$ cat src/rtl/rgbg_pkg.sv
// shared types and constants for the grey pixel packer
package rgbg_pkg;

    // field widths
    localparam int CODE_W     = 8;
    localparam int GREY_W     = 8;
    localparam int SUM_W      = 15;
    localparam int ADDR_W     = 20;
    localparam int CFG_DATA_W = 11;

    // character offset of the printable encoding
    localparam logic [CODE_W-1:0] CODE_OFFSET = 8'd33;

    // luma weights in hundredths
    localparam logic [SUM_W-1:0] WEIGHT_R = 15'd30;
    localparam logic [SUM_W-1:0] WEIGHT_G = 15'd59;
    localparam logic [SUM_W-1:0] WEIGHT_B = 15'd11;

    // divide by 100 as multiply by ceil(2^22 / 100) and shift, exact for sums below 25501
    localparam int DIV_SHIFT = 22;
    localparam int PROD_W    = 31;
    localparam logic [15:0] DIV100_MUL = 16'd41944;

    // pack mode codes, the unused code behaves as 8 bits per pixel
    localparam logic [1:0] MODE_1BPP = 2'd0;
    localparam logic [1:0] MODE_4BPP = 2'd1;
    localparam logic [1:0] MODE_8BPP = 2'd2;

    // register reset values
    localparam logic [1:0]            RST_PACK_MODE       = MODE_8BPP;
    localparam logic [CFG_DATA_W-1:0] RST_FRAME_WIDTH     = 11'd384;
    localparam logic [CFG_DATA_W-1:0] RST_FRAME_HEIGHT    = 11'd288;
    localparam logic [GREY_W-1:0]     RST_WHITE_THRESHOLD = 8'd128;

    // geometry limits
    localparam int MIN_WIDTH  = 8;
    localparam int MIN_HEIGHT = 1;

    // configuration register indexes
    typedef enum logic [1:0] {
        CFG_PACK_MODE       = 2'd0,
        CFG_FRAME_WIDTH     = 2'd1,
        CFG_FRAME_HEIGHT    = 2'd2,
        CFG_WHITE_THRESHOLD = 2'd3
    } cfg_reg_t;

    // one encoded pixel
    typedef struct packed {
        logic [CODE_W-1:0] code_a;
        logic [CODE_W-1:0] code_b;
        logic [CODE_W-1:0] code_c;
        logic [CODE_W-1:0] code_d;
    } pixel_t;

    // one frame buffer word
    typedef struct packed {
        logic [GREY_W-1:0] packed_byte;
        logic [ADDR_W-1:0] byte_address;
        logic              frame_end;
    } fb_word_t;

    // occupancy of the luma pipeline
    typedef struct packed {
        logic s1_valid;
        logic s2_valid;
        logic s3_valid;
    } luma_stat_t;

    // strip the printable offset, wrapping to six bits
    function automatic logic [5:0] six_bits(input logic [CODE_W-1:0] code);
        logic [CODE_W-1:0] diff;
        diff = code - CODE_OFFSET;
        return diff[5:0];
    endfunction

endpackage

$ cat src/rtl/rgbg_luma.sv
// three stage luma pipeline: input register, weighted sum, divide by 100
module rgbg_luma
(
    input  logic                               clk,
    input  logic                               rst_n,
    input  logic                               src_valid,
    output logic                               src_stall,
    input  rgbg_pkg::pixel_t                   src_data,
    output logic                               grey_valid,
    input  logic                               grey_ready,
    output logic [rgbg_pkg::GREY_W-1:0]        grey,
    output rgbg_pkg::luma_stat_t               stat
);

    logic                          s1_valid_reg;
    logic                          s1_valid_next;
    rgbg_pkg::pixel_t              s1_pixel_reg;
    logic                          s2_valid_reg;
    logic                          s2_valid_next;
    logic [rgbg_pkg::SUM_W-1:0]    s2_sum_reg;
    logic                          s3_valid_reg;
    logic                          s3_valid_next;
    logic [rgbg_pkg::GREY_W-1:0]   s3_grey_reg;

    logic                          accept;
    logic                          s1_go;
    logic                          s2_go;
    logic                          s3_go;
    logic [5:0]                    sa;
    logic [5:0]                    sb;
    logic [5:0]                    sc;
    logic [5:0]                    sd;
    logic [7:0]                    r;
    logic [7:0]                    g;
    logic [7:0]                    b;
    logic [rgbg_pkg::SUM_W-1:0]    sum;
    logic [rgbg_pkg::PROD_W-1:0]   prod;

    // bubble-collapsing advance chain
    always_comb
    begin
        s3_go     = s3_valid_reg && grey_ready;
        s2_go     = s2_valid_reg && (!s3_valid_reg || s3_go);
        s1_go     = s1_valid_reg && (!s2_valid_reg || s2_go);
        src_stall = s1_valid_reg && s2_valid_reg && !s2_go;
        accept    = src_valid && !src_stall;

        s1_valid_next = accept || (s1_valid_reg && !s1_go);
        s2_valid_next = s1_go || (s2_valid_reg && !s2_go);
        s3_valid_next = s2_go || (s3_valid_reg && !s3_go);
    end

    // unpack the three 8-bit channels and weight them
    always_comb
    begin
        sa  = rgbg_pkg::six_bits(s1_pixel_reg.code_a);
        sb  = rgbg_pkg::six_bits(s1_pixel_reg.code_b);
        sc  = rgbg_pkg::six_bits(s1_pixel_reg.code_c);
        sd  = rgbg_pkg::six_bits(s1_pixel_reg.code_d);
        r   = {sa, sb[5:4]};
        g   = {sb[3:0], sc[5:2]};
        b   = {sc[1:0], sd};
        sum = rgbg_pkg::SUM_W'(r) * rgbg_pkg::WEIGHT_R
            + rgbg_pkg::SUM_W'(g) * rgbg_pkg::WEIGHT_G
            + rgbg_pkg::SUM_W'(b) * rgbg_pkg::WEIGHT_B;
    end

    // truncating divide by 100 through the reciprocal
    always_comb
    begin
        prod = rgbg_pkg::PROD_W'(s2_sum_reg) * rgbg_pkg::PROD_W'(rgbg_pkg::DIV100_MUL);
    end

    // stage valid bits
    always_ff @(posedge clk or negedge rst_n)
    begin
        if (!rst_n)
        begin
            s1_valid_reg <= 1'b0;
            s2_valid_reg <= 1'b0;
            s3_valid_reg <= 1'b0;
        end
        else
        begin
            s1_valid_reg <= s1_valid_next;
            s2_valid_reg <= s2_valid_next;
            s3_valid_reg <= s3_valid_next;
        end
    end

    // stage payloads
    always_ff @(posedge clk)
    begin
        if (accept)
        begin
            s1_pixel_reg <= src_data;
        end
        if (s1_go)
        begin
            s2_sum_reg <= sum;
        end
        if (s2_go)
        begin
            s3_grey_reg <= prod[rgbg_pkg::DIV_SHIFT +: rgbg_pkg::GREY_W];
        end
    end

    assign grey_valid    = s3_valid_reg;
    assign grey          = s3_grey_reg;
    assign stat.s1_valid = s1_valid_reg;
    assign stat.s2_valid = s2_valid_reg;
    assign stat.s3_valid = s3_valid_reg;

endmodule

$ cat src/rtl/rgbg_packer.sv
// packs grey levels into frame buffer bytes and tracks the frame position
module rgbg_packer
#(
    parameter int MAX_WIDTH  = 1024,
    parameter int MAX_HEIGHT = 1024
)
(
    input  logic                                   clk,
    input  logic                                   rst_n,
    input  logic                                   mode_clear,
    input  logic [1:0]                             pack_mode,
    input  logic [$clog2(MAX_WIDTH+1)-1:0]         width_eff,
    input  logic [$clog2(MAX_HEIGHT+1)-1:0]        height_eff,
    input  logic [rgbg_pkg::GREY_W-1:0]            white_threshold,
    input  logic                                   grey_valid,
    output logic                                   grey_ready,
    input  logic [rgbg_pkg::GREY_W-1:0]            grey,
    output logic                                   fb_valid,
    input  logic                                   fb_stall,
    output rgbg_pkg::fb_word_t                     fb_data
);

    localparam int WB  = $clog2(MAX_WIDTH + 1);
    localparam int HB  = $clog2(MAX_HEIGHT + 1);
    localparam int WB1 = WB + 1;
    localparam int HB1 = HB + 1;
    localparam int CLW = $clog2(MAX_WIDTH);
    localparam int LNW = (MAX_HEIGHT > 1) ? $clog2(MAX_HEIGHT) : 1;
    localparam int PW  = LNW + WB + 1;
    localparam int AW  = (PW > rgbg_pkg::ADDR_W) ? PW : rgbg_pkg::ADDR_W;

    logic [7:0]                 partial_reg;
    logic [7:0]                 partial_next;
    logic [2:0]                 slot_reg;
    logic [2:0]                 slot_next;
    logic [CLW-1:0]             column_reg;
    logic [CLW-1:0]             column_next;
    logic [LNW-1:0]             line_reg;
    logic [LNW-1:0]             line_next;
    logic                       fb_valid_reg;
    logic                       fb_valid_next;
    rgbg_pkg::fb_word_t         fb_data_reg;
    rgbg_pkg::fb_word_t         fb_data_next;

    logic                       step;
    logic [7:0]                 fill;
    logic                       done;
    logic [WB-1:0]              bpl;
    logic                       last_col;
    logic                       last_line;
    logic [AW-1:0]              addr_full;

    // place the grey level into the byte under assembly
    always_comb
    begin
        unique case (pack_mode)
            rgbg_pkg::MODE_1BPP:
            begin
                fill = partial_reg | ((grey >= white_threshold) ? (8'h80 >> slot_reg) : 8'h00);
                done = (slot_reg == 3'd7);
                bpl  = width_eff >> 3;
            end
            rgbg_pkg::MODE_4BPP:
            begin
                fill = partial_reg | (slot_reg[0] ? {grey[7:4], 4'h0} : {4'h0, grey[7:4]});
                done = (slot_reg != 3'd0);
                bpl  = width_eff >> 1;
            end
            default:
            begin
                fill = grey;
                done = 1'b1;
                bpl  = width_eff;
            end
        endcase
    end

    // frame position and byte address
    always_comb
    begin
        last_col  = (WB1'(column_reg) + WB1'(1)) >= WB1'(bpl);
        last_line = (HB1'(line_reg) + HB1'(1)) >= HB1'(height_eff);
        addr_full = AW'(line_reg) * AW'(bpl) + AW'(column_reg);

        if (last_col)
        begin
            column_next = '0;
            line_next   = last_line ? '0 : LNW'(line_reg + 1'b1);
        end
        else
        begin
            column_next = CLW'(column_reg + 1'b1);
            line_next   = line_reg;
        end
    end

    // handshake with the luma pipeline and the output register
    always_comb
    begin
        grey_ready = !fb_valid_reg || !fb_stall;
        step       = grey_valid && grey_ready;

        fb_data_next.packed_byte  = fill;
        fb_data_next.byte_address = addr_full[rgbg_pkg::ADDR_W-1:0];
        fb_data_next.frame_end    = last_col && last_line;

        fb_valid_next = (step && done) || (fb_valid_reg && fb_stall);

        if (mode_clear)
        begin
            partial_next = 8'h00;
            slot_next    = 3'd0;
        end
        else if (step)
        begin
            partial_next = done ? 8'h00 : fill;
            slot_next    = done ? 3'd0 : 3'(slot_reg + 1'b1);
        end
        else
        begin
            partial_next = partial_reg;
            slot_next    = slot_reg;
        end
    end

    // packing and position state
    always_ff @(posedge clk or negedge rst_n)
    begin
        if (!rst_n)
        begin
            partial_reg  <= 8'h00;
            slot_reg     <= 3'd0;
            column_reg   <= '0;
            line_reg     <= '0;
            fb_valid_reg <= 1'b0;
        end
        else
        begin
            partial_reg  <= partial_next;
            slot_reg     <= slot_next;
            fb_valid_reg <= fb_valid_next;
            if (step && done)
            begin
                column_reg <= column_next;
                line_reg   <= line_next;
            end
        end
    end

    // output word register
    always_ff @(posedge clk)
    begin
        if (step && done)
        begin
            fb_data_reg <= fb_data_next;
        end
    end

    assign fb_valid = fb_valid_reg;
    assign fb_data  = fb_data_reg;

endmodule

$ cat src/rtl/rgb_to_grey_pixel_packer.sv
// top level: configuration registers, luma pipeline and byte packer
// Converts pixels given as four printable characters (33 subtracted, six bits each,
// regrouped into 8-bit r, g and b) to grey = (30r + 59g + 11b) / 100, truncated, and
// packs the grey levels into frame buffer bytes at 8, 4 or 1 bits per pixel, each word
// carrying its byte address and a flag on the last byte of the frame. The block takes
// one pixel every clock cycle while not stalled; a pixel passes an input register, a
// weighted-sum stage, a reciprocal-divide stage and the packing logic into the output
// register, which shows its byte when the pixel completes one. Stall goes high
// only when all three pipeline stages are full and the output word is held. Frame width
// saturates to 8..MAX_WIDTH and height to 1..MAX_HEIGHT; writing the pack mode drops any
// partly assembled byte but keeps the frame position. Configuration is always ready and
// should be written only while no pixel is in flight.
module rgb_to_grey_pixel_packer
#(
    parameter int MAX_WIDTH  = 1024,
    parameter int MAX_HEIGHT = 1024
)
(
    input  logic                                clk,
    input  logic                                rst_n,
    input  logic                                src_valid,
    output logic                                src_stall,
    input  rgbg_pkg::pixel_t                    src_data,
    output logic                                fb_valid,
    input  logic                                fb_stall,
    output rgbg_pkg::fb_word_t                  fb_data,
    input  logic                                cfg_valid,
    output logic                                cfg_ready,
    input  logic [1:0]                          cfg_index,
    input  logic [rgbg_pkg::CFG_DATA_W-1:0]     cfg_data
);

    localparam int WB = $clog2(MAX_WIDTH + 1);
    localparam int HB = $clog2(MAX_HEIGHT + 1);
    localparam int WC = (WB > rgbg_pkg::CFG_DATA_W) ? WB : rgbg_pkg::CFG_DATA_W;
    localparam int HC = (HB > rgbg_pkg::CFG_DATA_W) ? HB : rgbg_pkg::CFG_DATA_W;

    logic [1:0]                          pack_mode_reg;
    logic [rgbg_pkg::CFG_DATA_W-1:0]     frame_width_reg;
    logic [rgbg_pkg::CFG_DATA_W-1:0]     frame_height_reg;
    logic [rgbg_pkg::GREY_W-1:0]         white_threshold_reg;

    logic                                cfg_write;
    logic                                mode_clear;
    logic [WC-1:0]                       width_wide;
    logic [HC-1:0]                       height_wide;
    logic [WB-1:0]                       width_eff;
    logic [HB-1:0]                       height_eff;
    logic                                grey_valid;
    logic                                grey_ready;
    logic [rgbg_pkg::GREY_W-1:0]         grey;
    rgbg_pkg::luma_stat_t                luma_stat;

    // configuration write decode
    assign cfg_ready  = 1'b1;
    assign cfg_write  = cfg_valid && cfg_ready;
    assign mode_clear = cfg_write && (rgbg_pkg::cfg_reg_t'(cfg_index) == rgbg_pkg::CFG_PACK_MODE);

    always_ff @(posedge clk or negedge rst_n)
    begin
        if (!rst_n)
        begin
            pack_mode_reg       <= rgbg_pkg::RST_PACK_MODE;
            frame_width_reg     <= rgbg_pkg::RST_FRAME_WIDTH;
            frame_height_reg    <= rgbg_pkg::RST_FRAME_HEIGHT;
            white_threshold_reg <= rgbg_pkg::RST_WHITE_THRESHOLD;
        end
        else if (cfg_write)
        begin
            unique case (rgbg_pkg::cfg_reg_t'(cfg_index))
                rgbg_pkg::CFG_PACK_MODE:       pack_mode_reg       <= cfg_data[1:0];
                rgbg_pkg::CFG_FRAME_WIDTH:     frame_width_reg     <= cfg_data;
                rgbg_pkg::CFG_FRAME_HEIGHT:    frame_height_reg    <= cfg_data;
                rgbg_pkg::CFG_WHITE_THRESHOLD: white_threshold_reg <= cfg_data[7:0];
            endcase
        end
    end

    // saturate the frame geometry
    always_comb
    begin
        width_wide  = WC'(frame_width_reg);
        height_wide = HC'(frame_height_reg);

        if (width_wide < WC'(rgbg_pkg::MIN_WIDTH))
            width_eff = WB'(rgbg_pkg::MIN_WIDTH);
        else if (width_wide > WC'(MAX_WIDTH))
            width_eff = WB'(MAX_WIDTH);
        else
            width_eff = WB'(width_wide);

        if (height_wide < HC'(rgbg_pkg::MIN_HEIGHT))
            height_eff = HB'(rgbg_pkg::MIN_HEIGHT);
        else if (height_wide > HC'(MAX_HEIGHT))
            height_eff = HB'(MAX_HEIGHT);
        else
            height_eff = HB'(height_wide);
    end

    // grey conversion pipeline
    rgbg_luma u_luma
    (
        .clk        (clk),
        .rst_n      (rst_n),
        .src_valid  (src_valid),
        .src_stall  (src_stall),
        .src_data   (src_data),
        .grey_valid (grey_valid),
        .grey_ready (grey_ready),
        .grey       (grey),
        .stat       (luma_stat)
    );

    // byte packing and addressing
    rgbg_packer
    #(
        .MAX_WIDTH  (MAX_WIDTH),
        .MAX_HEIGHT (MAX_HEIGHT)
    )
    u_packer
    (
        .clk             (clk),
        .rst_n           (rst_n),
        .mode_clear      (mode_clear),
        .pack_mode       (pack_mode_reg),
        .width_eff       (width_eff),
        .height_eff      (height_eff),
        .white_threshold (white_threshold_reg),
        .grey_valid      (grey_valid),
        .grey_ready      (grey_ready),
        .grey            (grey),
        .fb_valid        (fb_valid),
        .fb_stall        (fb_stall),
        .fb_data         (fb_data)
    );

`ifndef SYNTH
    // an accepted pixel always lands in the input stage
    a_accept_lands: assert property (@(posedge clk) disable iff (!rst_n)
        (src_valid && !src_stall) |=> luma_stat.s1_valid)
        else $error("accepted pixel missing from input stage");

    // upstream stalls only when the whole pipeline is full and blocked
    a_stall_full: assert property (@(posedge clk) disable iff (!rst_n)
        src_stall |-> (luma_stat.s1_valid && luma_stat.s2_valid
                       && luma_stat.s3_valid && !grey_ready))
        else $error("stall raised with a free pipeline slot");

    // in byte-per-pixel mode every packed pixel yields a word
    a_8bpp_word: assert property (@(posedge clk) disable iff (!rst_n)
        (grey_valid && grey_ready && pack_mode_reg != rgbg_pkg::MODE_1BPP
         && pack_mode_reg != rgbg_pkg::MODE_4BPP) |=> fb_valid)
        else $error("8 bpp pixel produced no word");
`endif

endmodule
$ cat config.mk
export PLATFORM = sky130hd
export DESIGN_NAME = rgb_to_grey_pixel_packer
export DESIGN_NICKNAME = d
export VERILOG_FILES = /design/src/rtl/rgbg_pkg.sv /design/src/rtl/rgbg_luma.sv /design/src/rtl/rgbg_packer.sv /design/src/rtl/rgb_to_grey_pixel_packer.sv
export SDC_FILE = /design/constraint.sdc
export NUM_CORES = 1
export LEC_CHECK = 0
export BUFFER_PORTS_ARGS = -buffer_cell sky130_fd_sc_hd__buf_2
export CORE_ASPECT_RATIO = 1.4
export CORE_MARGIN = 10
export CORE_UTILIZATION = 61
export DETAILED_ROUTE_END_ITERATION = 8
export PLACE_DENSITY = 0.85
export SLEW_MARGIN = 20
export SYNTH_ARGS = -nofsm -noshare
export SYNTH_HDL_FRONTEND = slang
export SYNTH_SLANG_ARGS = --single-unit
$ cat constraint.sdc
create_clock -name clk -period 17.1 [get_ports clk]
set_input_delay 1.71 -clock clk [delete_from_list [all_inputs] [get_ports clk]]
set_output_delay 1.71 -clock clk [all_outputs]
set_load 0.03 [all_outputs]
* After elaboration in Yosys (flattened, before gate mapping)
Index checks and enable logic that the tools add are counted.
** Word-level totals
- Register bits after elaboration :: 143
- Word-level logic and storage cells :: 107
- Input bits :: 50
- Output and inout bits :: 32
** Operators by class
- Equal/unequal tests :: 5
- Shift-type cells :: 1
- Multiply operators :: 5
- Magnitude comparators :: 7
- Bitwise logic cells :: 2
- Multiplexer cells :: 17
- Add/sub/neg operators :: 12
- Reductions and logical operators :: 37
** Operator list (count)
- 11-bit 2-to-1 mux :: 4
- 8-bit 2-to-1 mux :: 5
- 15-bit by 13-bit multiplier with 27-bit output (second input constant) :: 1
- 12-bit by 11-bit greater-or-equal comparator with 1-bit output :: 2
- 8-bit by 4-bit multiplier with 12-bit output (second input constant) :: 2
- 6-bit subtractor (second input constant) :: 4
- 10-bit by 1-bit adder with 11-bit output (second input constant) :: 2
- 11-bit greater-than comparator (second input constant) :: 2
- 11-bit case mux with 2 select lines :: 1
- 10-bit by 1-bit adder with 10-bit output (second input constant) :: 2
- 20-bit by 10-bit adder with 20-bit output :: 1
- 10-bit by 11-bit multiplier with 20-bit output :: 1
- 10-bit 2-to-1 mux :: 2
- 8-bit bitwise OR :: 2
- 8-bit case mux with 2 select lines :: 1
- 13-bit by 14-bit adder with 15-bit output :: 1
- 15-bit by 12-bit adder with 15-bit output :: 1
- 8-bit by 6-bit multiplier with 14-bit output (second input constant) :: 1
- 1-bit logical AND :: 13
- 11-bit by 1-bit less-than comparator with 1-bit output (second input constant) :: 1
- 11-bit by 4-bit less-than comparator with 1-bit output (second input constant) :: 1
- 2-bit AND reduction :: 5
- 3-bit 2-to-1 mux :: 3
- 8-bit greater-or-equal comparator :: 1
- 11 further kinds :: 27

* Logic depth before layout (Yosys ltp)
Gate-level depths: netlist (run 1).
- Word-level depth :: 10
- Gate-level depth with buffers :: 28
- Gate-level depth less buffers :: 27

* Hierarchy
A second synthesis (run 1) with hierarchy kept.
** Unflattened totals
- Cell total of the unflattened synthesis :: 1754
- Area, all modules :: 17634.4 µm²
** Modules (own cells, without submodules)
- rgbg_luma :: times used 1, seq. area each 1486.4 µm², cells each 785, area an instance 8414.3 µm²
- rgbg_packer :: times used 1, seq. area each 1671.6 µm², cells each 864, area an instance 7722.4 µm²
- rgb_to_grey_pixel_packer :: times used 1, seq. area each 808.3 µm², cells each 105, area an instance 1497.7 µm²

* Worst setup path after synthesis (run 1)
No wires, ideal clock.
- Path type :: register to register
- Start point :: register u_luma.s1_pixel_reg[16] (netlist bit)
- End point :: register u_luma.s2_sum_reg[14] (netlist bit), data pin
- Data required time :: 16.842 ns
- Path buffers :: 0
- Cell stages (with the launch flop) :: 24
- Library setup time :: 0.258 ns
- Slack :: 10.711 ns
- Clock period less this slack :: 6.389 ns
- Arrival :: 6.132 ns
- Cell sequence :: edfxtp_1 > nor3_1 > nor3b_1 > xnor2_1 > fa_1 > fa_1 > inv_1 > fa_1 > inv_1 > a21oi_1 > o21bai_1 > xnor2_1 > fa_1 > inv_1 > fa_1 > fa_1 > ha_1 > or2_2 > a21oi_1 > a21oi_1 > and4_1 > a2111oi_4 > a21oi_1 > xnor2_1
** Between the ends
- Word-level cells in the longest chain between the ends :: 4
- Elaborated cells on any way between the ends :: 5
- Those cells by class :: add/sub: 3; mul: 2
** RTL lines
- start, declared :: RTL line rgbg_luma.sv:17 : rgbg_pkg::pixel_t s1_pixel_reg;
- start signal, assigned :: RTL line rgbg_luma.sv:96 : s1_pixel_reg <= src_data;
- 6-bit subtractor (*) :: RTL line rgbg_pkg.sv:72 : diff = code - CODE_OFFSET;
- 8-bit by 4-bit multiplier with 12-bit output or 8-bit by 6-bit multiplier with 14-bit output (tied branches) :: RTL line rgbg_luma.sv:63, rgbg_luma.sv:64
- 13-bit by 14-bit adder with 15-bit output (*) :: RTL line rgbg_luma.sv:64 : + rgbg_pkg::SUM_W'(g) * rgbg_pkg::WEIGHT_G
- 15-bit by 12-bit adder with 15-bit output (*) :: RTL line rgbg_luma.sv:65 : + rgbg_pkg::SUM_W'(b) * rgbg_pkg::WEIGHT_B;
- named net u_luma.sum, one bit :: RTL line rgbg_luma.sv:36 : logic [rgbg_pkg::SUM_W-1:0] sum;
- end signal, assigned :: RTL line rgbg_luma.sv:100 : s2_sum_reg <= sum;
- end, declared :: RTL line rgbg_luma.sv:20 : logic [rgbg_pkg::SUM_W-1:0] s2_sum_reg;
Mark *: on every way through the listed nets, which the timed path passes. The rest lies on a longest branch.
A chain may end at the register's enable or synchronous reset.

* Final worst setup path (run 1)
Same ends and word-level chain as after synthesis.

==> results of run 1 <==
## worst max-delay path: cells and delay by family (launching register included)
kind                       cells  cell delay, ns
xor gates and xnor gates       3            0.70
buffers and inverters          3            0.22
AOI/OAI and AO/OA              6            0.97
adders and majority gates      7            3.27
DFF                            1            0.45
and+or+nand+nor                4            1.26
## cell type report
cell class,count,area [sq um],share of cell area (%)
inverter,373,1400,7.472
clock inverter,11,153.9,0.8214
tap,375,469.2,2.504
timing repair buffer,77,397.9,2.124
multi-input combinational,1159,11870,63.34
sequential,143,3966,21.17
clock buffer,21,481.7,2.571
## cells in the mapped netlist, types with 5 or more instances
cell type	number	area share, %
sky130_fd_sc_hd__nor2b_2	5	0.25
sky130_fd_sc_hd__nor2_1	57	1.2
sky130_fd_sc_hd__dfstp_2	6	0.91
sky130_fd_sc_hd__nor2b_1	13	0.47
sky130_fd_sc_hd__o31ai_1	5	0.22
sky130_fd_sc_hd__nand4_1	5	0.18
sky130_fd_sc_hd__o21a_1	6	0.26
sky130_fd_sc_hd__a21o_1	23	0.99
sky130_fd_sc_hd__clkbuf_1	19	0.41
sky130_fd_sc_hd__nand3_1	26	0.75
sky130_fd_sc_hd__fa_1	207	24
sky130_fd_sc_hd__mux2_2	31	2.0
sky130_fd_sc_hd__nand2_1	108	2.3
sky130_fd_sc_hd__edfxtp_1	76	13
sky130_fd_sc_hd__inv_1	369	8.0
sky130_fd_sc_hd__o21bai_1	9	0.39
sky130_fd_sc_hd__and2_1	49	1.8
sky130_fd_sc_hd__nor3b_1	10	0.43
sky130_fd_sc_hd__xor2_1	25	1.3
sky130_fd_sc_hd__ha_1	259	19
sky130_fd_sc_hd__xnor2_1	59	3.0
sky130_fd_sc_hd__dfrtp_1	61	8.8
sky130_fd_sc_hd__o21ai_1	6	0.17
sky130_fd_sc_hd__nand3b_1	6	0.26
sky130_fd_sc_hd__nand2b_1	11	0.40
sky130_fd_sc_hd__a31oi_1	8	0.29
sky130_fd_sc_hd__a21oi_1	71	2.0
sky130_fd_sc_hd__a22o_1	8	0.40
sky130_fd_sc_hd__a211oi_1	5	0.22
sky130_fd_sc_hd__mux2i_1	6	0.35
sky130_fd_sc_hd__nor3_1	16	0.46
sky130_fd_sc_hd__and3_1	14	0.50
sky130_fd_sc_hd__o21ai_0	38	1.1
sky130_fd_sc_hd__o211ai_1	7	0.30
sky130_fd_sc_hd__a211o_1	5	0.25
## cell families (layout without fill, tap and decap cells)
logic type	after synthesis	after routing	synth area share [%]
compound gates	221	221	8.598
xor+xnor	84	84	4.238
fa+ha+maj	466	466	42.53
buf+inv	401	482	8.807
flops	143	143	22.85
mux	37	37	2.357
other cells	1	1	0.02160
simple gates	350	350	10.60
## metrics by stage
stage | instance area (sq um) | utilization, % | hold slack (ns) | cells | setup slack (ns)
floorplan | 17360 | - | 0.4494 | 1703 | 10.71
CTS | 18740 | 66.38 | 0.4905 | 2159 | 9.944
global placement | 18100 | 64.13 | 0.4578 | 2127 | 10.19
finish | 18740 | 66.39 | 0.4918 | 2159 | 9.946
detailed placement | 18100 | 64.13 | 0.4757 | 2127 | 10.00
global route | 18740 | 66.39 | 0.5129 | 2159 | 9.558
## worst paths after layout
path | slack (ns) | cells past startpoint | endpoint
max | 9.95 | 23 | u_luma.s2_sum_reg[14]
min | 0.49 | 1 | u_luma.s2_valid_reg
max reg2reg | 9.95 | 23 | u_luma.s2_sum_reg[14]
min reg2reg | 0.49 | 1 | u_luma.s2_valid_reg
max in group asynchronous | 15.07 | 2 | u_packer.column_reg[1]
min in group asynchronous | 1.46 | 2 | u_packer.partial_reg[2]
## per-layer routing
layer  part of all wire [%]  GRT usage [%]  vias to the layer above  wire length [um]
li1                       -              -                     5675                 -
met1                     33          21.60                     6188             12770
met2                     57          44.47                      402             21900
met3                    4.4          3.978                      164              1694
met4                    6.0          13.92                        0              2312
met5                      0              0                        -                 0
==> impl_metrics.sql, run 1 <==
INSERT INTO impl_metrics (metric_group, metric, value, unit) VALUES
('status', 'outcome', 'finished, final reports clean', ''),
('die', 'die_x', '162.6', 'um'),
('die', 'boundaryPins', '82', ''),
('worst_setup_path', 'critical_path.endpoint_type', 'flop', ''),
('cells_and_area', 'final_layout_size_suffix_gt1_share', '9.978', '%'),
('detailed_routing', 'ant_nets', '0', ''),
('die', 'floorplan.initialDensity', '61.52', '%'),
('clock_network', 'path_clk_slew', '0.06', 'ns'),
('min_path', 'worst_hold_startpoint', 'u_luma.s1_valid_reg', ''),
('synth', 'synthArstFlopShare', '46.85', '%'),
('synth', 'ys_types', '83', ''),
('placement', 'dp_hpwl', '31250', 'um'),
('worst_setup_path', 'crit_chain', 'nor3_1 -> nor3b_1 -> xnor2_1 -> fa_1 -> fa_1 -> inv_1 -> fa_1 -> inv_1 -> a21oi_1 -> o21bai_1 -> xnor2_1 -> fa_1 -> inv_1 -> fa_1 -> fa_1 -> ha_1 -> or2_2 -> a21oi_1 -> a21oi_1 -> and4_1 -> a2111oi_4 -> a21oi_1 -> xnor2_1', ''),
('clock_network', 'cts_hold_repair.buffers', '0', ''),
('clock_network', 'ctsRootBufferMaster', 'sky130_fd_sc_hd__clkbuf_16', ''),
('sta', 'final_min_period_over_clock_period', '41.84', '%'),
('worst_setup_path', 'most_numerous_cell_on_the_critical_path', 'sky130_fd_sc_hd__fa_1', ''),
('clock_network', 'cts_tree', 'built', ''),
('clock_network', 'cts.sinks', '143', ''),
('cells_and_area', 'final_common_cell', 'sky130_fd_sc_hd__inv_1', ''),
('synth', 'post_synth.cell_area_avg', '10.19', 'sq um'),
('cells_and_area', 'largest_reg_flops', '29', ''),
('worst_setup_path', 'setup.worst_path.start', 'u_luma.s1_pixel_reg[16]', ''),
('detailed_routing', 'vias_post_dr', '12429', ''),
('die', 'core-area', '28220', 'sq um'),
('synth', 'synth_seq_cells', '143', ''),
('sta', 'grt_setup_unrepaired', 'no', ''),
('global_routing', 'grt_pass1_wl', '65330', 'um'),
('synth', 'synth_top_flop_cell', 'sky130_fd_sc_hd__edfxtp_1', ''),
('detailed_routing', 'totalWireLength', '38690', 'um'),
('min_path', 'timing.hold.worst.class', 'reg2reg', ''),
('sta', 'slew_headroom', '40.26', '%'),
('global_routing', 'pin_count_of_the_biggest_net_entering_global_routing', '68', ''),
('cells_and_area', 'syn2layout_area_growth', '7.920', '%'),
('clock_network', 'clock_tree.htree_level_count', '4', ''),
('synth', 'post_synth_edffs', '76', ''),
('synth', 'seq_area_frac_synth', '22.85', '%'),
('sta', 'hold_viol_final', '0', ''),
('synth', 'yosys_warnings', '0', ''),
('worst_setup_path', 'cp_data_required_time', '17.30', 'ns'),
('placement', 'port-buffer-count', '72', ''),
('sta', 'setup_tns_final', '0', 'ns'),
('worst_setup_path', 'setup.worst_path.class', 'reg2reg', ''),
('cells_and_area', 'final_net_count', '2287', ''),
('global_routing', 'grt.total_usage', '22.87', '%'),
('sta', 'skew', '0.01115', 'ns'),
('die', 'design.die.area', '35710', 'sq um'),
('die', 'core.rowCount', '73', ''),
('clock_network', 'post_cts_buffers', '0', ''),
('detailed_routing', 'routed_wire_length_per_instance', '17.92', 'um'),
('clock_network', 'cts_buffer_depth', '2', ''),
('worst_setup_path', 'cp_max_stage_cell', 'sky130_fd_sc_hd__fa_1', ''),
('sta', 'time_the_final_worst_path_needs_with_i_o_delays_and_setup', '7.154', 'ns'),
('global_routing', 'globalRoute.totalOverflow', '0', ''),
('sta', 'report.final.setup_viol', '0', ''),
('placement', 'place.gp.congestion', '0.9458', ''),
('global_routing', 'antenna_found_initial', '0', ''),
('clock_network', 'cts_resized', '0', ''),
('die', 'die_h', '219.6', 'um'),
('clock_network', 'insertion_delay', '0.45', 'ns'),
('cells_and_area', 'antenna_cells_inserted', '0', ''),
('synth', 'netlist_instances', '1703', ''),
('detailed_routing', 'dr_drc_count', '0', ''),
('global_routing', 'grt_pass1_vias', '13802', ''),
('synth', 'post_synth_instance_area', '17360', 'sq um'),
('sta', 'clock.fmax', '139.8', 'MHz'),
('flow_run', 'cap_viol_max_count', '0', ''),
('worst_setup_path', 'cp.arrival', '7.35', 'ns'),
('sta', 'final-max-slew-violation-count', '0', ''),
('synth', 'syn_nets', '2219', ''),
('worst_setup_path', 'crit_path_start_kind', 'flop', '');
Power of run 1 is left out: the tool's default activity adds up to more than one toggle a clock period on the data nets, which glitch-free logic cannot reach.
==> inputs of run 2 (changes only) <==
--- a/config.mk
+++ b/config.mk
@@ -5,10 +5,11 @@
 export SDC_FILE = /design/constraint.sdc
 export NUM_CORES = 1
 export LEC_CHECK = 0
+export ABC_AREA = 1
 export BUFFER_PORTS_ARGS = -buffer_cell sky130_fd_sc_hd__buf_2
 export CORE_ASPECT_RATIO = 1.4
 export CORE_MARGIN = 10
-export CORE_UTILIZATION = 61
+export CORE_UTILIZATION = 58
 export DETAILED_ROUTE_END_ITERATION = 8
 export PLACE_DENSITY = 0.85
 export SLEW_MARGIN = 20
==> constraint.sdc (replaced) <==
create_clock -name clk -period 6.4 [get_ports clk]
set_input_delay 0.64 -clock clk [delete_from_list [all_inputs] [get_ports clk]]
set_output_delay 0.64 -clock clk [all_outputs]
set_load 0.03 [all_outputs]
==> impl_metrics.sql, run 2 <==
INSERT INTO impl_metrics (metric_group, metric, value, unit) VALUES
('synth', 'syn_nets', '2654', ''),
('synth', 'netlist_top_cells_count', '491 x sky130_fd_sc_hd__inv_1, 403 x sky130_fd_sc_hd__nand2_1, 259 x sky130_fd_sc_hd__ha_1, 207 x sky130_fd_sc_hd__fa_1, 167 x sky130_fd_sc_hd__nor2_1', ''),
('worst_setup_path', 'crit_path_start_kind', 'flop', ''),
('synth', 'seq_area_frac_synth', '21.73', '%'),
('die', 'floorplan.initialDensity', '59.07', '%'),
('clock_network', 'cts_tree', 'built', ''),
('die', 'die_h', '229.9', 'um'),
('detailed_routing', 'initial_detailed_routing_violation_count', '1232', ''),
('cells_and_area', 'mostFrequentLayoutCells', '489 x sky130_fd_sc_hd__inv_1, 401 x sky130_fd_sc_hd__nand2_1, 257 x sky130_fd_sc_hd__ha_1, 205 x sky130_fd_sc_hd__fa_1, 164 x sky130_fd_sc_hd__nor2_1', ''),
('status', 'violations', 'setup timing', ''),
('synth', 'synth_top_cells_by_area', 'sky130_fd_sc_hd__fa_1 23%, sky130_fd_sc_hd__ha_1 18%, sky130_fd_sc_hd__edfxtp_1 13%', ''),
('clock_network', 'path_clk_slew', '0.07', 'ns'),
('sta', 'skew', '0.01443', 'ns'),
('placement', 'dp_hpwl', '37530', 'um'),
('clock_network', 'insertion_delay', '0.44', 'ns'),
('sta', 'final-max-slew-violation-count', '0', ''),
('detailed_routing', 'ant_nets', '0', ''),
('cells_and_area', 'fillCellCount', '2437', ''),
('worst_setup_path', 'cp.arrival', '6.79', 'ns'),
('synth', 'synthArstFlopShare', '46.85', '%'),
('sta', 'max_slew.worst_pin.slew', '0.9874', 'ns'),
('die', 'boundaryPins', '82', ''),
('detailed_routing', 'totalWireLength', '45990', 'um'),
('detailed_routing', 'vias_post_dr', '14704', ''),
('sta', 'report.final.setup_viol', '2', ''),
('cells_and_area', 'final_net_count', '2736', ''),
('cells_and_area', 'final_layout_size_suffix_gt1_share', '7.613', '%'),
('detailed_routing', 'dr.pass1.iters', '5', ''),
('cells_and_area', 'final_common_cell', 'sky130_fd_sc_hd__inv_1', ''),
('sta', 'final_critical_path_setup_slack', '-0.1383', 'ns'),
('synth', 'synth_seq_cells', '143', ''),
('detailed_routing', 'routed_wire_length_per_instance', '17.53', 'um'),
('die', 'core-area', '30900', 'sq um'),
('detailed_routing', 'viasPerCell', '5.606', ''),
('worst_setup_path', 'rr_worst_depth', '27', ''),
('clock_network', 'ctsRootBufferMaster', 'sky130_fd_sc_hd__clkbuf_16', ''),
('global_routing', 'globalRoute.totalOverflow', '0', ''),
('synth', 'post_synth_edffs', '76', ''),
('sta', 'hold_viol_final', '0', ''),
('clock_network', 'cts_hold_repair.buffers', '0', ''),
('synth', 'ys_types', '44', ''),
('cells_and_area', 'largest_reg_flops', '29', ''),
('global_routing', 'grt_pass1_wl', '74130', 'um'),
('synth', 'synthDominantAreaCellType', 'sky130_fd_sc_hd__fa_1', ''),
('cells_and_area', 'layout.core_utilization', '63.85', '%'),
('detailed_routing', 'dr_drc_count', '0', ''),
('flow_run', 'cap_viol_max_count', '0', ''),
('clock_network', 'cts.sinks', '143', ''),
('global_routing', 'grt.total_usage', '23.64', '%'),
('sta', 'final_min_period_over_clock_period', '102.2', '%'),
('status', 'outcome', 'finished, violations left', ''),
('global_routing', 'pin_count_of_the_biggest_net_entering_global_routing', '68', ''),
('die', 'design.die.area', '39070', 'sq um'),
('synth', 'post_synth_instance_area', '18260', 'sq um'),
('die', 'core.rowCount', '76', ''),
('worst_setup_path', 'cp_data_required_time', '6.65', 'ns'),
('global_routing', 'grt_pass1_vias', '15433', ''),
('synth', 'most_repeated_cell_in_the_gate_level_netlist_after_synthesis', 'sky130_fd_sc_hd__inv_1', ''),
('synth', 'area_share_of_the_largest_cell_type_after_synthesis', '22.70', '%'),
('synth', 'post_synth.cell_area_avg', '8.538', 'sq um'),
('sta', 'clock.fmax', '152.9', 'MHz'),
('sta', 'time_the_final_worst_path_needs_with_i_o_delays_and_setup', '6.538', 'ns'),
('synth', 'yosys_warnings', '0', ''),
('cells_and_area', 'antenna_cells_inserted', '0', ''),
('clock_network', 'numCtsBuffers', '17', ''),
('synth', 'netlist_instances', '2138', ''),
('worst_setup_path', 'critical_path.max_fanout', '5', ''),
('placement', 'place.gp.congestion', '0.9567', ''),
('die', 'die_x', '169.9', 'um'),
('min_path', 'timing.hold.worst.class', 'in2async', ''),
('worst_setup_path', 'critical_path.endpoint_type', 'flop', ''),
('cells_and_area', 'syn2layout_area_growth', '8.095', '%'),
('synth', 'synth_top_flop_cell', 'sky130_fd_sc_hd__edfxtp_1', ''),
('clock_network', 'clock_tree.htree_level_count', '4', ''),
('global_routing', 'antenna_found_initial', '0', ''),
('cells_and_area', 'regArea', '3966', 'sq um'),
('placement', 'port-buffer-count', '72', ''),
('cells_and_area', 'multi_input_comb_area', '12330', 'sq um'),
('worst_setup_path', 'setup.worst_path.class', 'reg2reg', ''),
('clock_network', 'cts_buffer_depth', '2', ''),
('sta', 'slew_headroom', '34.18', '%');
[run 2: cell count changes in the layout (fill, tap and decap cells not counted), moves of 13 or more]
cell | previous run | this run
sky130_fd_sc_hd__xnor2_1 | 59 | 17
sky130_fd_sc_hd__and2_1 | 48 | 2
sky130_fd_sc_hd__nand4_1 | 5 | 46
sky130_fd_sc_hd__mux2_2 | 31 | 0
sky130_fd_sc_hd__nor2_1 | 57 | 164
sky130_fd_sc_hd__inv_1 | 369 | 489
sky130_fd_sc_hd__nor2b_1 | 13 | 0
sky130_fd_sc_hd__xor2_1 | 25 | 49
sky130_fd_sc_hd__nand3_1 | 26 | 71
sky130_fd_sc_hd__a21o_1 | 23 | 8
sky130_fd_sc_hd__nand2_1 | 108 | 401
sky130_fd_sc_hd__o21ai_0 | 38 | 69
[run 2: final cells by class]
cell class                      instances  share of cell area [%]
Timing Repair Buffer                   88                   2.435
Clock inverter                          9                  0.3361
Inverter                              500                   9.511
Sequential cell                       143                   20.10
Tap cell                              390                   2.473
Clock buffer                           23                   2.663
Multi-Input combinational cell       1470                   62.48
[run 2: worst max-delay path, stage by stage, from the launching register on]
cell                       delay, ns
sky130_fd_sc_hd__edfxtp_1       0.36
sky130_fd_sc_hd__inv_1          0.12
sky130_fd_sc_hd__ha_1           0.25
sky130_fd_sc_hd__xnor2_1        0.45
sky130_fd_sc_hd__fa_1           0.52
sky130_fd_sc_hd__inv_1          0.10
sky130_fd_sc_hd__fa_1           0.42
sky130_fd_sc_hd__ha_1           0.40
sky130_fd_sc_hd__nand2_1        0.17
sky130_fd_sc_hd__inv_1          0.09
sky130_fd_sc_hd__nand2_1        0.10
sky130_fd_sc_hd__nand3_1        0.13
sky130_fd_sc_hd__a21oi_1        0.19
sky130_fd_sc_hd__xor2_1         0.19
sky130_fd_sc_hd__inv_1          0.07
sky130_fd_sc_hd__ha_1           0.28
sky130_fd_sc_hd__inv_1          0.05
sky130_fd_sc_hd__fa_1           0.48
sky130_fd_sc_hd__fa_1           0.55
sky130_fd_sc_hd__inv_1          0.04
sky130_fd_sc_hd__ha_1           0.37
sky130_fd_sc_hd__nand2_1        0.16
sky130_fd_sc_hd__nor2_1         0.20
sky130_fd_sc_hd__nand2_1        0.10
sky130_fd_sc_hd__nand2_1        0.12
sky130_fd_sc_hd__nand3_1        0.09
sky130_fd_sc_hd__nand2_1        0.09
sky130_fd_sc_hd__xor2_1         0.25
[run 2: worst paths after layout]
check                                         from                      end  slack [ns]
setup reg to reg           u_luma.s1_pixel_reg[24]    u_luma.s2_sum_reg[11]       -0.14
max in group asynchronous                    rst_n     u_packer.line_reg[8]        5.41
hold / removal                               rst_n  u_packer.partial_reg[1]        0.37
hold reg to reg            u_packer.partial_reg[4]  u_packer.partial_reg[4]        0.49
min in group clk                       src_data[8]   u_luma.s1_pixel_reg[8]        0.37
setup / recovery           u_luma.s1_pixel_reg[24]    u_luma.s2_sum_reg[11]       -0.14
[run 2: timing repair]
| action | in CTS | in global routing |
|---|---|---|
| setup endpoints to repair | 5 | 7 |
| buffers inserted | 0 | 3 |
| resized for setup | 3 | 11 |
| pin swaps | 0 | 5 |
[run 2: routing by layer]
metal / vias to the layer above / part of all wire [%] / GRT usage (%)
met5: - / 0 / 0
met4: 0 / 5.8 / 12.94
met3: 170 / 4.7 / 3.841
met2: 506 / 54 / 44.29
met1: 7170 / 35 / 24.26
li1: 6858 / - / -
[run 2: cell families (layout without fill, tap and decap cells)]
| logic type | after synthesis | count (layout) | share of synthesized area, % |
|---|---|---|---|
| other | 1 | 1 | 0.02054 |
| adder cells (fa/ha/maj) | 466 | 466 | 40.45 |
| AO/OA/AOI/OAI | 190 | 190 | 5.990 |
| flip-flops | 143 | 143 | 21.73 |
| AND/OR/NAND/NOR | 747 | 747 | 17.64 |
| buffers and inverters | 525 | 620 | 11.01 |
| XOR/XNOR | 66 | 66 | 3.167 |
[run 2: per-stage QoR]
| stage | setup TNS (ns) | area (sq um) | hold slack (ns) | setup slack (ns) | std cells |
|---|---|---|---|---|---|
| 2_1_floorplan | 0 | 18260 | 0.3444 | 0.3852 | 2138 |
| 3_3_place_gp | 0 | 19070 | 0.4601 | 0.2764 | 2588 |
| 3_5_place_dp | 0 | 19070 | 0.4684 | 0.1212 | 2588 |
| 4_1_cts | 0 | 19670 | 0.3497 | 0.02220 | 2620 |
| 5_1_grt | -0.7746 | 19730 | 0.3470 | -0.3015 | 2623 |
| 6_report | -0.2032 | 19730 | 0.3725 | -0.1383 | 2623 |
Power of run 2 is left out for the same reason.
==> inputs of run 3 (changes only) <==
--- a/config.mk
+++ b/config.mk
@@ -10,6 +10,7 @@
 export CORE_ASPECT_RATIO = 1.4
 export CORE_MARGIN = 10
 export CORE_UTILIZATION = 58
+export CTS_BUF_LIST = sky130_fd_sc_hd__clkbuf_8 sky130_fd_sc_hd__clkbuf_16
 export DETAILED_ROUTE_END_ITERATION = 8
 export PLACE_DENSITY = 0.85
 export SLEW_MARGIN = 20
==> impl_metrics.sql, run 3 (synthesis gave the netlist of run 2 again) <==
INSERT INTO impl_metrics (metric_group, metric, value, unit) VALUES
('die', 'die_x', '169.9', 'um'),
('sta', 'hold_viol_final', '0', ''),
('sta', 'report.final.setup_viol', '0', ''),
('cells_and_area', 'mostFrequentLayoutCells', '491 x sky130_fd_sc_hd__inv_1, 401 x sky130_fd_sc_hd__nand2_1, 257 x sky130_fd_sc_hd__ha_1, 205 x sky130_fd_sc_hd__fa_1, 164 x sky130_fd_sc_hd__nor2_1', ''),
('cells_and_area', 'finalNonFillerCells', '2623', ''),
('placement', 'place.gp.congestion', '0.9567', ''),
('placement', 'dp_hpwl', '37530', 'um'),
('global_routing', 'pin_count_of_the_biggest_net_entering_global_routing', '68', ''),
('clock_network', 'path_clk_slew', '0.06', 'ns'),
('sta', 'max_slew.worst_pin.slew', '0.9632', 'ns'),
('cells_and_area', 'final_common_cell', 'sky130_fd_sc_hd__inv_1', ''),
('worst_setup_path', 'cp.arrival', '6.41', 'ns'),
('sta', 'time_the_final_worst_path_needs_with_i_o_delays_and_setup', '6.223', 'ns'),
('worst_setup_path', 'crit_path_start_kind', 'flop', ''),
('placement', 'placed_cells_incl_taps', '2588', ''),
('global_routing', 'grt_pass1_vias', '15441', ''),
('cells_and_area', 'syn2layout_area_growth', '8.054', '%'),
('die', 'boundaryPins', '82', ''),
('clock_network', 'clock_tree.htree_level_count', '4', ''),
('global_routing', 'globalRoute.totalOverflow', '0', ''),
('die', 'core.rowCount', '76', ''),
('cells_and_area', 'largest_reg_flops', '29', ''),
('detailed_routing', 'routed_wire_length_per_instance', '17.40', 'um'),
('worst_setup_path', 'rr_worst_depth', '24', ''),
('sta', 'skew', '0.01282', 'ns'),
('placement', 'port-buffer-count', '72', ''),
('cells_and_area', 'fillCellCount', '2441', ''),
('detailed_routing', 'dr.pass1.iters', '6', ''),
('sta', 'hold_ws', '0.3724', 'ns'),
('cells_and_area', 'multi_input_comb_area', '12330', 'sq um'),
('cells_and_area', 'layout.core_utilization', '63.83', '%'),
('die', 'core-area', '30900', 'sq um'),
('clock_network', 'ctsRootBufferMaster', 'sky130_fd_sc_hd__clkbuf_16', ''),
('sta', 'final-max-slew-violation-count', '0', ''),
('clock_network', 'cts_buffer_depth', '2', ''),
('die', 'design.die.area', '39070', 'sq um'),
('worst_setup_path', 'critical_path.endpoint_type', 'flop', ''),
('global_routing', 'grt_pass1_wl', '74130', 'um'),
('sta', 'clock.fmax', '160.7', 'MHz'),
('sta', 'setup_tns_final', '0', 'ns'),
('detailed_routing', 'vias_post_dr', '14646', ''),
('status', 'outcome', 'finished, final reports clean', ''),
('sta', 'slew_headroom', '35.79', '%'),
('detailed_routing', 'totalWireLength', '45650', 'um'),
('cells_and_area', 'final_layout_size_suffix_gt1_share', '7.524', '%'),
('detailed_routing', 'initial_detailed_routing_violation_count', '1168', ''),
('cells_and_area', 'regArea', '3966', 'sq um'),
('clock_network', 'cts.sinks', '143', ''),
('worst_setup_path', 'critical_path.max_fanout', '4', ''),
('detailed_routing', 'ant_nets', '0', ''),
('cells_and_area', 'antenna_cells_inserted', '0', ''),
('global_routing', 'antenna_found_initial', '0', ''),
('sta', 'final_min_period_over_clock_period', '97.23', '%'),
('worst_setup_path', 'cp_data_required_time', '6.59', 'ns'),
('clock_network', 'cts_tree', 'built', ''),
('flow_run', 'cap_viol_max_count', '0', ''),
('global_routing', 'grt.total_usage', '23.67', '%'),
('min_path', 'timing.hold.worst.class', 'in2async', ''),
('clock_network', 'insertion_delay', '0.44', 'ns'),
('die', 'floorplan.initialDensity', '59.07', '%'),
('die', 'die_h', '229.9', 'um'),
('clock_network', 'numCtsBuffers', '17', ''),
('cells_and_area', 'final_net_count', '2736', ''),
('detailed_routing', 'dr_drc_count', '0', ''),
('detailed_routing', 'viasPerCell', '5.584', ''),
('worst_setup_path', 'setup.worst_path.class', 'reg2reg', '');
## run 3: layout make-up
| cell class | count | area share (%) |
|---|---|---|
| multi-input combinational | 1470 | 62.49 |
| tap | 390 | 2.474 |
| clock inverter | 11 | 0.3742 |
| sequential | 143 | 20.11 |
| clock buffer | 21 | 2.607 |
| inverter | 500 | 9.515 |
| timing repair buffer | 88 | 2.436 |
## run 3: metal layers
layer | vias to the layer above | share of wire, % | track usage, %
li1 | 6861 | - | -
met1 | 7142 | 35 | 24.21
met2 | 490 | 54 | 44.32
met3 | 153 | 4.9 | 3.824
met4 | 0 | 5.9 | 13.25
met5 | - | 0 | 0
## run 3: through the flow
stage                     instance area [sq um]  worst slack [ns]
after floorplan                           18260            0.3852
after global placement                    19070            0.2764
after detailed placement                  19070            0.1212
after CTS                                 19670           0.01699
after global routing                      19730           -0.1210
final                                     19730            0.1771
## run 3: worst max-delay path: stages, from the launching register on
cell and delay [ns]:
sky130_fd_sc_hd__edfxtp_1 0.41, sky130_fd_sc_hd__inv_2 0.08, sky130_fd_sc_hd__nand2_2 0.07, sky130_fd_sc_hd__nor2_2 0.13
sky130_fd_sc_hd__nand3_1 0.10, sky130_fd_sc_hd__or2_2 0.29, sky130_fd_sc_hd__nand2_2 0.09, sky130_fd_sc_hd__inv_1 0.09
sky130_fd_sc_hd__fa_2 0.51, sky130_fd_sc_hd__fa_1 0.59, sky130_fd_sc_hd__inv_1 0.07, sky130_fd_sc_hd__fa_2 0.38
sky130_fd_sc_hd__o21ai_2 0.21, sky130_fd_sc_hd__buf_4 0.16, sky130_fd_sc_hd__xnor2_1 0.14, sky130_fd_sc_hd__fa_1 0.46
sky130_fd_sc_hd__inv_1 0.08, sky130_fd_sc_hd__fa_1 0.45, sky130_fd_sc_hd__fa_1 0.51, sky130_fd_sc_hd__ha_1 0.38
sky130_fd_sc_hd__a21oi_1 0.27, sky130_fd_sc_hd__o21ai_0 0.17, sky130_fd_sc_hd__nand2_1 0.08, sky130_fd_sc_hd__nand4_1 0.09
sky130_fd_sc_hd__xor2_1 0.17
## run 3: what timing repair did
action / in CTS / in global routing
hold buffers: 0 / 0
buffers inserted: 0 / 3
resized for setup: 3 / 9
pin swaps: 0 / 5
setup endpoints to repair: 6 / 7
## run 3: path summary, 6_finish.rpt
path                                      endpoint  slack (ns)               startpoint
max                          u_luma.s2_sum_reg[12]        0.18  u_luma.s1_pixel_reg[16]
min                        u_packer.partial_reg[1]        0.37                    rst_n
max reg2reg                  u_luma.s2_sum_reg[12]        0.18  u_luma.s1_pixel_reg[16]
min reg2reg                u_packer.partial_reg[1]        0.49  u_packer.partial_reg[1]
max in group asynchronous     u_packer.line_reg[8]        5.40                    rst_n
min in group clk            u_luma.s1_pixel_reg[8]        0.37              src_data[8]
Power of run 3 is left out for the same reason.
